`config.mk`:
```
export PLATFORM = sky130hd
export DESIGN_NAME = sha256_byte_stream_hasher
export DESIGN_NICKNAME = d
export VERILOG_FILES = /design/src/rtl/core/sbsh_pkg.sv /design/src/rtl/core/sbsh_block_ram.sv /design/src/rtl/core/sbsh_hash_ram.sv /design/src/rtl/core/sbsh_round.sv /design/src/rtl/core/sha256_byte_stream_hasher.sv
export SDC_FILE = /design/constraint.sdc
export NUM_CORES = 2
export LEC_CHECK = 0
export ABC_AREA = 1
export BUFFER_PORTS_ARGS = -buffer_cell sky130_fd_sc_hd__buf_2
export CAP_MARGIN = 5
export CORE_MARGIN = 3
export CORE_UTILIZATION = 40
export CTS_CLUSTER_SIZE = 40
export DETAILED_ROUTE_END_ITERATION = 12
export SLEW_MARGIN = 10
export SYNTH_ARGS = -nofsm -noshare
export SYNTH_HDL_FRONTEND = slang
export SYNTH_SLANG_ARGS = --single-unit
```
`constraint.sdc`:
```
create_clock -name clock -period 17.32 [get_ports clock]
set_input_delay 1.732 -clock clock [delete_from_list [all_inputs] [get_ports clock]]
set_output_delay 1.732 -clock clock [all_outputs]
set_load 0.02 [all_outputs]
```
`src/rtl/core/sbsh_pkg.sv`:
```
package sbsh_pkg;

   // geometry of one message block
   localparam int BLOCK_BYTES = 64;
   localparam int BLOCK_WORDS = 16;
   localparam int HASH_WORDS  = 8;
   localparam int ROUNDS      = 64;

   // padding constants
   localparam logic [7:0]  PAD_MARK   = 8'h80;
   localparam logic [5:0]  LEN_POS    = 6'd56;
   localparam logic [63:0] BLOCK_BITS = 64'd512;

   // initial hash values
   localparam logic [31:0] INIT_HASH [0:HASH_WORDS-1] = '{
      32'h6a09e667, 32'hbb67ae85, 32'h3c6ef372, 32'ha54ff53a,
      32'h510e527f, 32'h9b05688c, 32'h1f83d9ab, 32'h5be0cd19
   };

   // round constants
   localparam logic [31:0] ROUND_K [0:ROUNDS-1] = '{
      32'h428a2f98, 32'h71374491, 32'hb5c0fbcf, 32'he9b5dba5,
      32'h3956c25b, 32'h59f111f1, 32'h923f82a4, 32'hab1c5ed5,
      32'hd807aa98, 32'h12835b01, 32'h243185be, 32'h550c7dc3,
      32'h72be5d74, 32'h80deb1fe, 32'h9bdc06a7, 32'hc19bf174,
      32'he49b69c1, 32'hefbe4786, 32'h0fc19dc6, 32'h240ca1cc,
      32'h2de92c6f, 32'h4a7484aa, 32'h5cb0a9dc, 32'h76f988da,
      32'h983e5152, 32'ha831c66d, 32'hb00327c8, 32'hbf597fc7,
      32'hc6e00bf3, 32'hd5a79147, 32'h06ca6351, 32'h14292967,
      32'h27b70a85, 32'h2e1b2138, 32'h4d2c6dfc, 32'h53380d13,
      32'h650a7354, 32'h766a0abb, 32'h81c2c92e, 32'h92722c85,
      32'ha2bfe8a1, 32'ha81a664b, 32'hc24b8b70, 32'hc76c51a3,
      32'hd192e819, 32'hd6990624, 32'hf40e3585, 32'h106aa070,
      32'h19a4c116, 32'h1e376c08, 32'h2748774c, 32'h34b0bcb5,
      32'h391c0cb3, 32'h4ed8aa4a, 32'h5b9cca4f, 32'h682e6ff3,
      32'h748f82ee, 32'h78a5636f, 32'h84c87814, 32'h8cc70208,
      32'h90befffa, 32'ha4506ceb, 32'hbef9a3f7, 32'hc67178f2
   };

   // controls from the sequencer to the round datapath
   typedef struct packed {
      logic       w_load;
      logic       h_load;
      logic       round_en;
      logic       upd_rot;
      logic [5:0] round_idx;
   } round_ctl_type;

endpackage

```
`src/rtl/core/sbsh_block_ram.sv`:
```
module sbsh_block_ram (
   input  logic        clock,
   input  logic        wr_en,
   input  logic [5:0]  wr_addr,
   input  logic [7:0]  wr_byte,
   input  logic        rd_en,
   input  logic [3:0]  rd_addr,
   output logic [31:0] rd_data
);

   logic [31:0] mem [0:sbsh_pkg::BLOCK_WORDS-1];
   logic [31:0] rd_data_ff;
   logic [1:0]  lane;

   // big-endian byte lane inside a word
   assign lane = 2'd3 - wr_addr[1:0];

   // byte write, registered word read
   always_ff @(posedge clock) begin
      if (wr_en) begin
         mem[wr_addr[5:2]][{lane, 3'b000} +: 8] <= wr_byte;
      end
      if (rd_en) begin
         rd_data_ff <= mem[rd_addr];
      end
   end

   assign rd_data = rd_data_ff;

endmodule

```
`src/rtl/core/sbsh_hash_ram.sv`:
```
module sbsh_hash_ram (
   input  logic        clock,
   input  logic        reset,
   input  logic        clear,
   input  logic        rd_en,
   input  logic [2:0]  rd_addr,
   output logic [31:0] rd_data,
   input  logic        wr_en,
   input  logic [2:0]  wr_addr,
   input  logic [31:0] wr_data
);

   logic [31:0] mem [0:sbsh_pkg::HASH_WORDS-1];
   logic [7:0]  valid_ff;
   logic [7:0]  valid_in;
   logic [31:0] rd_word_ff;
   logic        rd_valid_ff;
   logic [2:0]  rd_addr_ff;

   // valid bits: an entry not yet written reads as its initial value
   always_comb begin
      valid_in = valid_ff;
      if (clear) begin
         valid_in = '0;
      end else if (wr_en) begin
         valid_in[wr_addr] = 1'b1;
      end
   end

   always_ff @(posedge clock) begin
      if (reset) begin
         valid_ff <= '0;
      end else begin
         valid_ff <= valid_in;
      end
   end

   // storage and registered read
   always_ff @(posedge clock) begin
      if (wr_en) begin
         mem[wr_addr] <= wr_data;
      end
      if (rd_en) begin
         rd_word_ff  <= mem[rd_addr];
         rd_valid_ff <= valid_ff[rd_addr];
         rd_addr_ff  <= rd_addr;
      end
   end

   assign rd_data = rd_valid_ff ? rd_word_ff : sbsh_pkg::INIT_HASH[rd_addr_ff];

endmodule

```
`src/rtl/core/sbsh_round.sv`:
```
module sbsh_round (
   input  logic                    clock,
   input  sbsh_pkg::round_ctl_type ctl,
   input  logic [31:0]             w_data,
   input  logic [31:0]             h_data,
   output logic [31:0]             work_head
);

   logic [31:0] w_ff    [0:15];
   logic [31:0] w_in    [0:15];
   logic [31:0] work_ff [0:7];
   logic [31:0] work_in [0:7];
   logic [31:0] w_new;
   logic [31:0] t1;
   logic [31:0] t2;

   function automatic logic [31:0] rotr(input logic [31:0] v, input int n);
      begin
         rotr = (v >> n) | (v << (32 - n));
      end
   endfunction

   // schedule word sixteen ahead of the window head
   assign w_new = (rotr(w_ff[14], 17) ^ rotr(w_ff[14], 19) ^ (w_ff[14] >> 10)) +
                  w_ff[9] +
                  (rotr(w_ff[1], 7) ^ rotr(w_ff[1], 18) ^ (w_ff[1] >> 3)) +
                  w_ff[0];

   // one compression round
   assign t1 = work_ff[7] +
               (rotr(work_ff[4], 6) ^ rotr(work_ff[4], 11) ^ rotr(work_ff[4], 25)) +
               ((work_ff[4] & work_ff[5]) ^ (~work_ff[4] & work_ff[6])) +
               sbsh_pkg::ROUND_K[ctl.round_idx] + w_ff[0];
   assign t2 = (rotr(work_ff[0], 2) ^ rotr(work_ff[0], 13) ^ rotr(work_ff[0], 22)) +
               ((work_ff[0] & work_ff[1]) ^ (work_ff[0] & work_ff[2]) ^
                (work_ff[1] & work_ff[2]));

   // schedule window: load shifts in block words, rounds shift in new words
   always_comb begin
      w_in = w_ff;
      if (ctl.w_load || ctl.round_en) begin
         for (int j = 0; j < 15; j++) begin
            w_in[j] = w_ff[j + 1];
         end
         w_in[15] = ctl.w_load ? w_data : w_new;
      end
   end

   // working variables a..h
   always_comb begin
      work_in = work_ff;
      if (ctl.h_load) begin
         for (int j = 0; j < 7; j++) begin
            work_in[j] = work_ff[j + 1];
         end
         work_in[7] = h_data;
      end else if (ctl.round_en) begin
         work_in[0] = t1 + t2;
         work_in[1] = work_ff[0];
         work_in[2] = work_ff[1];
         work_in[3] = work_ff[2];
         work_in[4] = work_ff[3] + t1;
         work_in[5] = work_ff[4];
         work_in[6] = work_ff[5];
         work_in[7] = work_ff[6];
      end else if (ctl.upd_rot) begin
         for (int j = 0; j < 7; j++) begin
            work_in[j] = work_ff[j + 1];
         end
         work_in[7] = work_ff[0];
      end
   end

   always_ff @(posedge clock) begin
      w_ff    <= w_in;
      work_ff <= work_in;
   end

   assign work_head = work_ff[0];

endmodule

```
`src/rtl/core/sha256_byte_stream_hasher.sv`:
```
// A byte that does not complete a block is stored and the hasher stays ready; a byte that
// completes a block starts a compression (accept, load, rounds, hash update), paced by the
// one-round-per-cycle datapath and the byte-wide block and word-wide hash stores. End of
// message: accept, pad to the end of the block, compress, pad and compress a second block
// if the length did not fit, then send each digest word (read, load, hold until taken).
// Reset is synchronous; it clears the hash store valid bits so it reads initial values.
module sha256_byte_stream_hasher (
   input  logic        clock,
   input  logic        reset,
   input  logic        req_valid,
   output logic        req_stall,
   input  logic [7:0]  req_data_byte,
   input  logic        req_byte_present,
   input  logic        req_end_of_message,
   output logic        rsp_valid,
   input  logic        rsp_stall,
   output logic [31:0] rsp_digest_word,
   output logic [2:0]  rsp_word_index,
   output logic        rsp_last_word
);

   localparam logic [2:0] S_IDLE     = 3'd0;
   localparam logic [2:0] S_LOAD     = 3'd1;
   localparam logic [2:0] S_ROUND    = 3'd2;
   localparam logic [2:0] S_UPDATE   = 3'd3;
   localparam logic [2:0] S_PAD      = 3'd4;
   localparam logic [2:0] S_OUT_RD   = 3'd5;
   localparam logic [2:0] S_OUT_LD   = 3'd6;
   localparam logic [2:0] S_OUT_HOLD = 3'd7;

   localparam logic [5:0] LOAD_LAST  = 6'd16;
   localparam logic [5:0] ROUND_LAST = 6'd63;
   localparam logic [5:0] UPD_LAST   = 6'd8;
   localparam logic [5:0] BYTE_LAST  = 6'd63;
   localparam logic [2:0] WORD_LAST  = 3'd7;

   logic [2:0]  state_ff, state_in;
   logic [5:0]  cnt_ff, cnt_in;
   logic [5:0]  fill_ff, fill_in;
   logic [63:0] count_ff, count_in;
   logic        eom_ff, eom_in;
   logic        fin_ff, fin_in;
   logic        extra_ff, extra_in;
   logic        mark_ff, mark_in;
   logic [5:0]  ptr_ff, ptr_in;
   logic [2:0]  out_idx_ff, out_idx_in;
   logic        rsp_valid_ff, rsp_valid_in;
   logic [31:0] rsp_word_ff, rsp_word_in;

   logic        accept;
   logic [5:0]  fill_next;
   logic [63:0] total_bits;
   logic [2:0]  len_lane;

   logic        blk_wr_en;
   logic [5:0]  blk_wr_addr;
   logic [7:0]  blk_wr_byte;
   logic        blk_rd_en;
   logic [3:0]  blk_rd_addr;
   logic [31:0] blk_rd_data;

   logic        hash_clear;
   logic        hash_rd_en;
   logic [2:0]  hash_rd_addr;
   logic [31:0] hash_q;
   logic        hash_wr_en;
   logic [2:0]  hash_wr_addr;
   logic [31:0] hash_wr_data;
   logic [31:0] work_head;

   sbsh_pkg::round_ctl_type round_ctl;

   assign accept    = req_valid && !req_stall;
   assign req_stall = (state_ff != S_IDLE);
   assign fill_next = fill_ff + 6'd1;

   // message length in bits, taken apart big-endian for the length field
   assign total_bits = count_ff + {55'd0, fill_ff, 3'b000};
   assign len_lane   = 3'd7 - ptr_ff[2:0];

   assign hash_wr_data = hash_q + work_head;

   // sequencer
   always_comb begin
      state_in     = state_ff;
      cnt_in       = cnt_ff;
      fill_in      = fill_ff;
      count_in     = count_ff;
      eom_in       = eom_ff;
      fin_in       = fin_ff;
      extra_in     = extra_ff;
      mark_in      = mark_ff;
      ptr_in       = ptr_ff;
      out_idx_in   = out_idx_ff;
      rsp_valid_in = rsp_valid_ff;
      rsp_word_in  = rsp_word_ff;
      blk_wr_en    = 1'b0;
      blk_wr_addr  = ptr_ff;
      blk_wr_byte  = '0;
      blk_rd_en    = 1'b0;
      blk_rd_addr  = cnt_ff[3:0];
      hash_clear   = 1'b0;
      hash_rd_en   = 1'b0;
      hash_rd_addr = cnt_ff[2:0];
      hash_wr_en   = 1'b0;
      hash_wr_addr = cnt_ff[2:0] - 3'd1;
      round_ctl    = '0;
      round_ctl.round_idx = cnt_ff;

      case (state_ff)
         S_IDLE: begin
            if (accept) begin
               if (req_byte_present) begin
                  blk_wr_en   = 1'b1;
                  blk_wr_addr = fill_ff;
                  blk_wr_byte = req_data_byte;
               end
               if (req_byte_present && fill_ff == BYTE_LAST) begin
                  // block full: compress, finish the message afterwards if asked
                  fill_in  = '0;
                  count_in = count_ff + sbsh_pkg::BLOCK_BITS;
                  eom_in   = req_end_of_message;
                  fin_in   = 1'b0;
                  cnt_in   = '0;
                  state_in = S_LOAD;
               end else begin
                  if (req_byte_present) begin
                     fill_in = fill_next;
                  end
                  if (req_end_of_message) begin
                     ptr_in   = req_byte_present ? fill_next : fill_ff;
                     mark_in  = 1'b1;
                     extra_in = req_byte_present ? (fill_next >= sbsh_pkg::LEN_POS)
                                                 : (fill_ff >= sbsh_pkg::LEN_POS);
                     state_in = S_PAD;
                  end
               end
            end
         end

         S_LOAD: begin
            blk_rd_en  = (cnt_ff < LOAD_LAST);
            hash_rd_en = (cnt_ff < UPD_LAST);
            round_ctl.w_load = (cnt_ff != '0);
            round_ctl.h_load = (cnt_ff != '0) && (cnt_ff <= UPD_LAST);
            if (cnt_ff == LOAD_LAST) begin
               cnt_in   = '0;
               state_in = S_ROUND;
            end else begin
               cnt_in = cnt_ff + 6'd1;
            end
         end

         S_ROUND: begin
            round_ctl.round_en = 1'b1;
            if (cnt_ff == ROUND_LAST) begin
               cnt_in   = '0;
               state_in = S_UPDATE;
            end else begin
               cnt_in = cnt_ff + 6'd1;
            end
         end

         S_UPDATE: begin
            // read word k while word k-1 is written back
            hash_rd_en = (cnt_ff < UPD_LAST);
            if (cnt_ff != '0) begin
               hash_wr_en        = 1'b1;
               round_ctl.upd_rot = 1'b1;
            end
            if (cnt_ff == UPD_LAST) begin
               cnt_in = '0;
               if (!fin_ff) begin
                  if (eom_ff) begin
                     ptr_in   = fill_ff;
                     mark_in  = 1'b1;
                     extra_in = 1'b0;
                     state_in = S_PAD;
                  end else begin
                     state_in = S_IDLE;
                  end
               end else if (extra_ff) begin
                  // length did not fit: pad a second block
                  extra_in = 1'b0;
                  ptr_in   = '0;
                  fin_in   = 1'b0;
                  state_in = S_PAD;
               end else begin
                  out_idx_in = '0;
                  state_in   = S_OUT_RD;
               end
            end else begin
               cnt_in = cnt_ff + 6'd1;
            end
         end

         S_PAD: begin
            blk_wr_en   = 1'b1;
            blk_wr_addr = ptr_ff;
            if (mark_ff) begin
               blk_wr_byte = sbsh_pkg::PAD_MARK;
            end else if (!extra_ff && ptr_ff >= sbsh_pkg::LEN_POS) begin
               blk_wr_byte = total_bits[{len_lane, 3'b000} +: 8];
            end else begin
               blk_wr_byte = '0;
            end
            mark_in = 1'b0;
            if (ptr_ff == BYTE_LAST) begin
               ptr_in   = '0;
               fin_in   = 1'b1;
               cnt_in   = '0;
               state_in = S_LOAD;
            end else begin
               ptr_in = ptr_ff + 6'd1;
            end
         end

         S_OUT_RD: begin
            hash_rd_en   = 1'b1;
            hash_rd_addr = out_idx_ff;
            state_in     = S_OUT_LD;
         end

         S_OUT_LD: begin
            rsp_word_in  = hash_q;
            rsp_valid_in = 1'b1;
            state_in     = S_OUT_HOLD;
         end

         S_OUT_HOLD: begin
            if (!rsp_stall) begin
               rsp_valid_in = 1'b0;
               if (out_idx_ff == WORD_LAST) begin
                  // digest delivered: back to the initial state
                  hash_clear = 1'b1;
                  fill_in    = '0;
                  count_in   = '0;
                  eom_in     = 1'b0;
                  fin_in     = 1'b0;
                  extra_in   = 1'b0;
                  out_idx_in = '0;
                  state_in   = S_IDLE;
               end else begin
                  out_idx_in = out_idx_ff + 3'd1;
                  state_in   = S_OUT_RD;
               end
            end
         end

         default: begin
            state_in = S_IDLE;
         end
      endcase
   end

   // control registers
   always_ff @(posedge clock) begin
      if (reset) begin
         state_ff     <= S_IDLE;
         cnt_ff       <= '0;
         fill_ff      <= '0;
         count_ff     <= '0;
         eom_ff       <= 1'b0;
         fin_ff       <= 1'b0;
         extra_ff     <= 1'b0;
         mark_ff      <= 1'b0;
         ptr_ff       <= '0;
         out_idx_ff   <= '0;
         rsp_valid_ff <= 1'b0;
      end else begin
         state_ff     <= state_in;
         cnt_ff       <= cnt_in;
         fill_ff      <= fill_in;
         count_ff     <= count_in;
         eom_ff       <= eom_in;
         fin_ff       <= fin_in;
         extra_ff     <= extra_in;
         mark_ff      <= mark_in;
         ptr_ff       <= ptr_in;
         out_idx_ff   <= out_idx_in;
         rsp_valid_ff <= rsp_valid_in;
      end
   end

   // output payload
   always_ff @(posedge clock) begin
      rsp_word_ff <= rsp_word_in;
   end

   sbsh_block_ram u_block_ram (
      .clock   (clock),
      .wr_en   (blk_wr_en),
      .wr_addr (blk_wr_addr),
      .wr_byte (blk_wr_byte),
      .rd_en   (blk_rd_en),
      .rd_addr (blk_rd_addr),
      .rd_data (blk_rd_data)
   );

   sbsh_hash_ram u_hash_ram (
      .clock   (clock),
      .reset   (reset),
      .clear   (hash_clear),
      .rd_en   (hash_rd_en),
      .rd_addr (hash_rd_addr),
      .rd_data (hash_q),
      .wr_en   (hash_wr_en),
      .wr_addr (hash_wr_addr),
      .wr_data (hash_wr_data)
   );

   sbsh_round u_round (
      .clock     (clock),
      .ctl       (round_ctl),
      .w_data    (blk_rd_data),
      .h_data    (hash_q),
      .work_head (work_head)
   );

   assign rsp_valid       = rsp_valid_ff;
   assign rsp_digest_word = rsp_word_ff;
   assign rsp_word_index  = out_idx_ff;
   assign rsp_last_word   = (out_idx_ff == WORD_LAST);

`ifndef SYNTH
   a_hash_no_overlap: assert property (@(posedge clock) disable iff (reset)
      (hash_wr_en && hash_rd_en) |-> (hash_wr_addr != hash_rd_addr))
      else $error("hash store read and write hit the same entry");

   a_rsp_in_hold: assert property (@(posedge clock) disable iff (reset)
      rsp_valid_ff |-> (state_ff == S_OUT_HOLD))
      else $error("result valid outside the output hold state");

   a_done_clears: assert property (@(posedge clock) disable iff (reset)
      (rsp_valid && !rsp_stall && rsp_last_word) |=>
      (state_ff == S_IDLE && fill_ff == '0 && count_ff == '0 && !eom_ff))
      else $error("hasher not back to initial state after last digest word");

   a_rsp_from_load: assert property (@(posedge clock) disable iff (reset)
      $rose(rsp_valid_ff) |-> ($past(state_ff) == S_OUT_LD))
      else $error("result raised without a hash store read");
`endif

endmodule
```
==> flow_summary_export.csv <==
group,metric,value,unit
synth,yosysMostFrequentCell,"edfxtp_1",
clocking,post_cts_resized,0,
die,core,0.213,mm2
hold_path,worstHoldStart,"u_round.w_ff[119]",
place,placed_area,0.0889,mm2
route,drt-vias-per-instance,5.56,
synth,synthMuxAreaShare,0.140,%
die,start_util,40.3,%
worst_setup_path,crit_top_cell,"nand2_1",
synth,yosysTopAreaCell,"edfxtp_1",
route,ant_nets,0,
clocking,insertion_delay,0.88,ns
synth,synth_xor_area_share,3.70,%
route,firstDrtPassIters,6,
place,dpl.hpwl,197000,um
worst_setup_path,crit_required,17.89,ns
synth,ys_seq_elements,1728,
die,dieArea,0.220,mm2
worst_setup_path,path_class,"reg -> reg",
worst_setup_path,reg2reg_depth,39,
clocking,clock_sinks,1728,
synth,synth.avg_cell_area,10.6,um2
synth,syn_nets,8467,
die,die_x,469,um
global_route,grt_max_degree,113,
synth,synthAdderAreaFrac,7.29,%
place,io_buffers,51,
hold_path,hold_class,"reg -> reg",
clocking,cts_htree_levels,4,
hold_path,whs_path_depth,0,
timing,fin_crit_sh,57.3,%
synth,yosys_warnings,0,
route,drt-initial-drc-count,7272,
timing,fin_crit,9.93,ns
worst_setup_path,endpoint_kind,"flop",
layout,drive_gt1_share,6.11,%
timing,tightestPinTransition,1.29,ns
synth,syn_inst,8073,
route,num_vias,61249,
run_status,status,"finished clean",
layout,finalInstanceArea,0.0948,mm2
job,maxCapViolCount,0,
worst_setup_path,r2r_end,"u_round.work_head[31]",
synth,synth_area_leaders,"edfxtp_1, nand2_1, o21ai_0, fa_1, nor2_1",
clocking,cts.path.max_buffers,3,
worst_setup_path,cpMaxStageDelayCell,"a311oi_1",
timing,slew_headroom,13.0,%
worst_setup_path,arrival,10.49,ns
die,num_io_pins,52,
die,dieHeight,469,um
global_route,overflow,0,
global_route,first_global_vias,58011,
worst_setup_path,crit_path_max_fanout,62,
route,route.detailed.drc,0,
worst_setup_path,reg2reg_from,"cnt_ff[0]",
synth,synth_edf_count,1636,
synth,synth_simple_gate_area_share,13.4,%
clocking,postCtsSetupBuffers,0,
global_route,antenna_found_initial,5,
timing,max_freq,101,MHz
timing,fin_setup_tns,0,ns
synth,synthArstFlopShare,0,%
synth,synth_top_family_by_area,"simple AND/OR/NAND/NOR gates",
worst_setup_path,cp-start-kind,"flop",
global_route,grtUsageTotal,24.6,%
timing,fin_skew,0.0840,ns
timing,setup-violations-final,0,
route,wl_per_cell,25.1,um
timing,grt_setup_unrepaired,"false",
place,place_congestion,0.981,
clocking,clock-root-buffer,"clkbuf_16",
timing,slew_viol_final,0,
synth,ys_seq_area_share,59.5,%
layout,num-nets-final,8440,
clocking,hold_buffers,0,
global_route,grt_pass1_wl,399000,um
synth,synth_compound_area_share,10.9,%
worst_setup_path,rrSetupSlack,7.39,ns
worst_setup_path,slowest_delay,0.96,ns
synth,yosys-top-cells-count,"edfxtp_1, nand2_1, nor2_1",
layout,area_growth_syn_to_layout,10.6,%
clocking,cts_buffers,182,
synth,synthFlopType,"edfxtp_1",
die,row_count,169,
timing,hold_viol_final,0,
clocking,clk_pin_slew,0.06,ns
hold_path,min_to,"u_round.w_ff[151]",
synth,synth_top_area_share,57.3,%
synth,synthesis.area,0.0857,mm2
clocking,cts_tree,"done",
synth,synth_cell_type_count,66,
route,routed_wl,276000,um
layout,final_util,44.6,%
-- critical path: cells and delay by family, from the launching register on --
family,cells,cell delay [ns]
AOI/OAI and AO/OA,5,1.59
xor gates and xnor gates,1,0.44
adders and majority gates,7,3.28
buffers and inverters,6,0.99
DFF,1,0.75
and+or+nand+nor,20,2.45
-- state kept, by name (all words and copies together) (netlist names), 3 cells and up --
| register | cells |
|---|---|
| rsp_digest_word | 32 |
| state_ff | 3 |
| u_round.work_head | 32 |
| u_hash_ram.rd_addr_ff | 3 |
| u_block_ram.mem | 512 |
| cnt_ff | 6 |
| rsp_word_index | 3 |
| u_round.work_ff | 224 |
| u_hash_ram.mem | 256 |
| u_block_ram.rd_data | 32 |
| u_hash_ram.rd_word_ff | 32 |
| u_round.w_ff | 512 |
| u_hash_ram.valid_ff | 8 |
| count_ff | 55 |
| ptr_ff | 6 |
| fill_ff | 6 |
-- through the flow --
| step | setup slack [ns] | hold slack, ns | std cells |
|---|---|---|---|
| CTS | 7.35 | 0.366 | 11009 |
| finish | 7.39 | 0.381 | 11012 |
| detailed placement | 7.46 | 0.405 | 10683 |
| global placement | 7.45 | 0.400 | 10683 |
| global route | 6.88 | 0.387 | 11010 |
| floorplan | 2.69 | 0.400 | 8073 |
-- logic make-up after synthesis --
kind of cell | count (synthesis)
adder cells (fa/ha/maj) | 388
flip-flops | 1728
XOR/XNOR | 362
buffers and inverters | 1156
AO/OA/AOI/OAI | 1639
AND/OR/NAND/NOR | 2788
multiplexers | 12
-- metal layers --
layer	up-vias	GRT usage [%]	share of wire [%]
met2	2755	37.1	44
li1	27850	-	-
met3	395	4.07	8.3
met4	0	7.70	3.2
met5	-	0	0
met1	30249	36.2	44
-- worst max-delay path by stage --
stage	from	endpoint	slack, ns	cells past startpoint
after detailed placement	cnt_ff[0]	u_round.work_head[13]	7.46	30
after floorplan	cnt_ff[1]	u_round.w_ff[0]	2.69	12
after CTS	cnt_ff[0]	u_round.work_head[27]	7.35	34
final	cnt_ff[0]	u_round.work_head[31]	7.39	39
after global routing	cnt_ff[0]	u_round.work_head[31]	6.88	39
after global placement	cnt_ff[0]	u_round.work_head[31]	7.45	39
-- cell type report --
class                           count  area, um2
Tap cell                         2821       3530
Inverter                          810       3060
Sequential cell                  1728      51000
Clock buffer                      220       4780
Clock inverter                    106       1110
Antenna cell                        3       7.51
Multi-Input combinational cell   5189      30500
Fill cell                       19806     118000
Timing Repair Buffer              135        886
-- placed cells by master (no fill, tap or decap), types with 14 or more instances in the layout --
cell / instances
a211oi_1: 27
a21o_1: 19
a21oi_1: 359
a221oi_1: 48
a22oi_1: 73
a31oi_1: 59
buf_2: 51
buf_4: 84
clkbuf_1: 31
clkbuf_16: 183
clkinv_1: 39
clkinv_2: 33
dfxtp_1: 88
edfxtp_1: 1636
fa_1: 188
ha_1: 192
inv_1: 787
inv_2: 14
nand2_1: 1326
nand3_1: 324
nand4_1: 64
nor2_1: 869
nor2_4: 15
nor3_1: 102
o211ai_1: 28
o21a_1: 28
o21ai_0: 788
o21ai_1: 28
o21bai_1: 32
o22ai_1: 65
or2_2: 28
xnor2_1: 156
xor2_1: 206
Power is not shown: default switching activity piles up to over one toggle a cycle in this logic, so the estimate is an artifact.
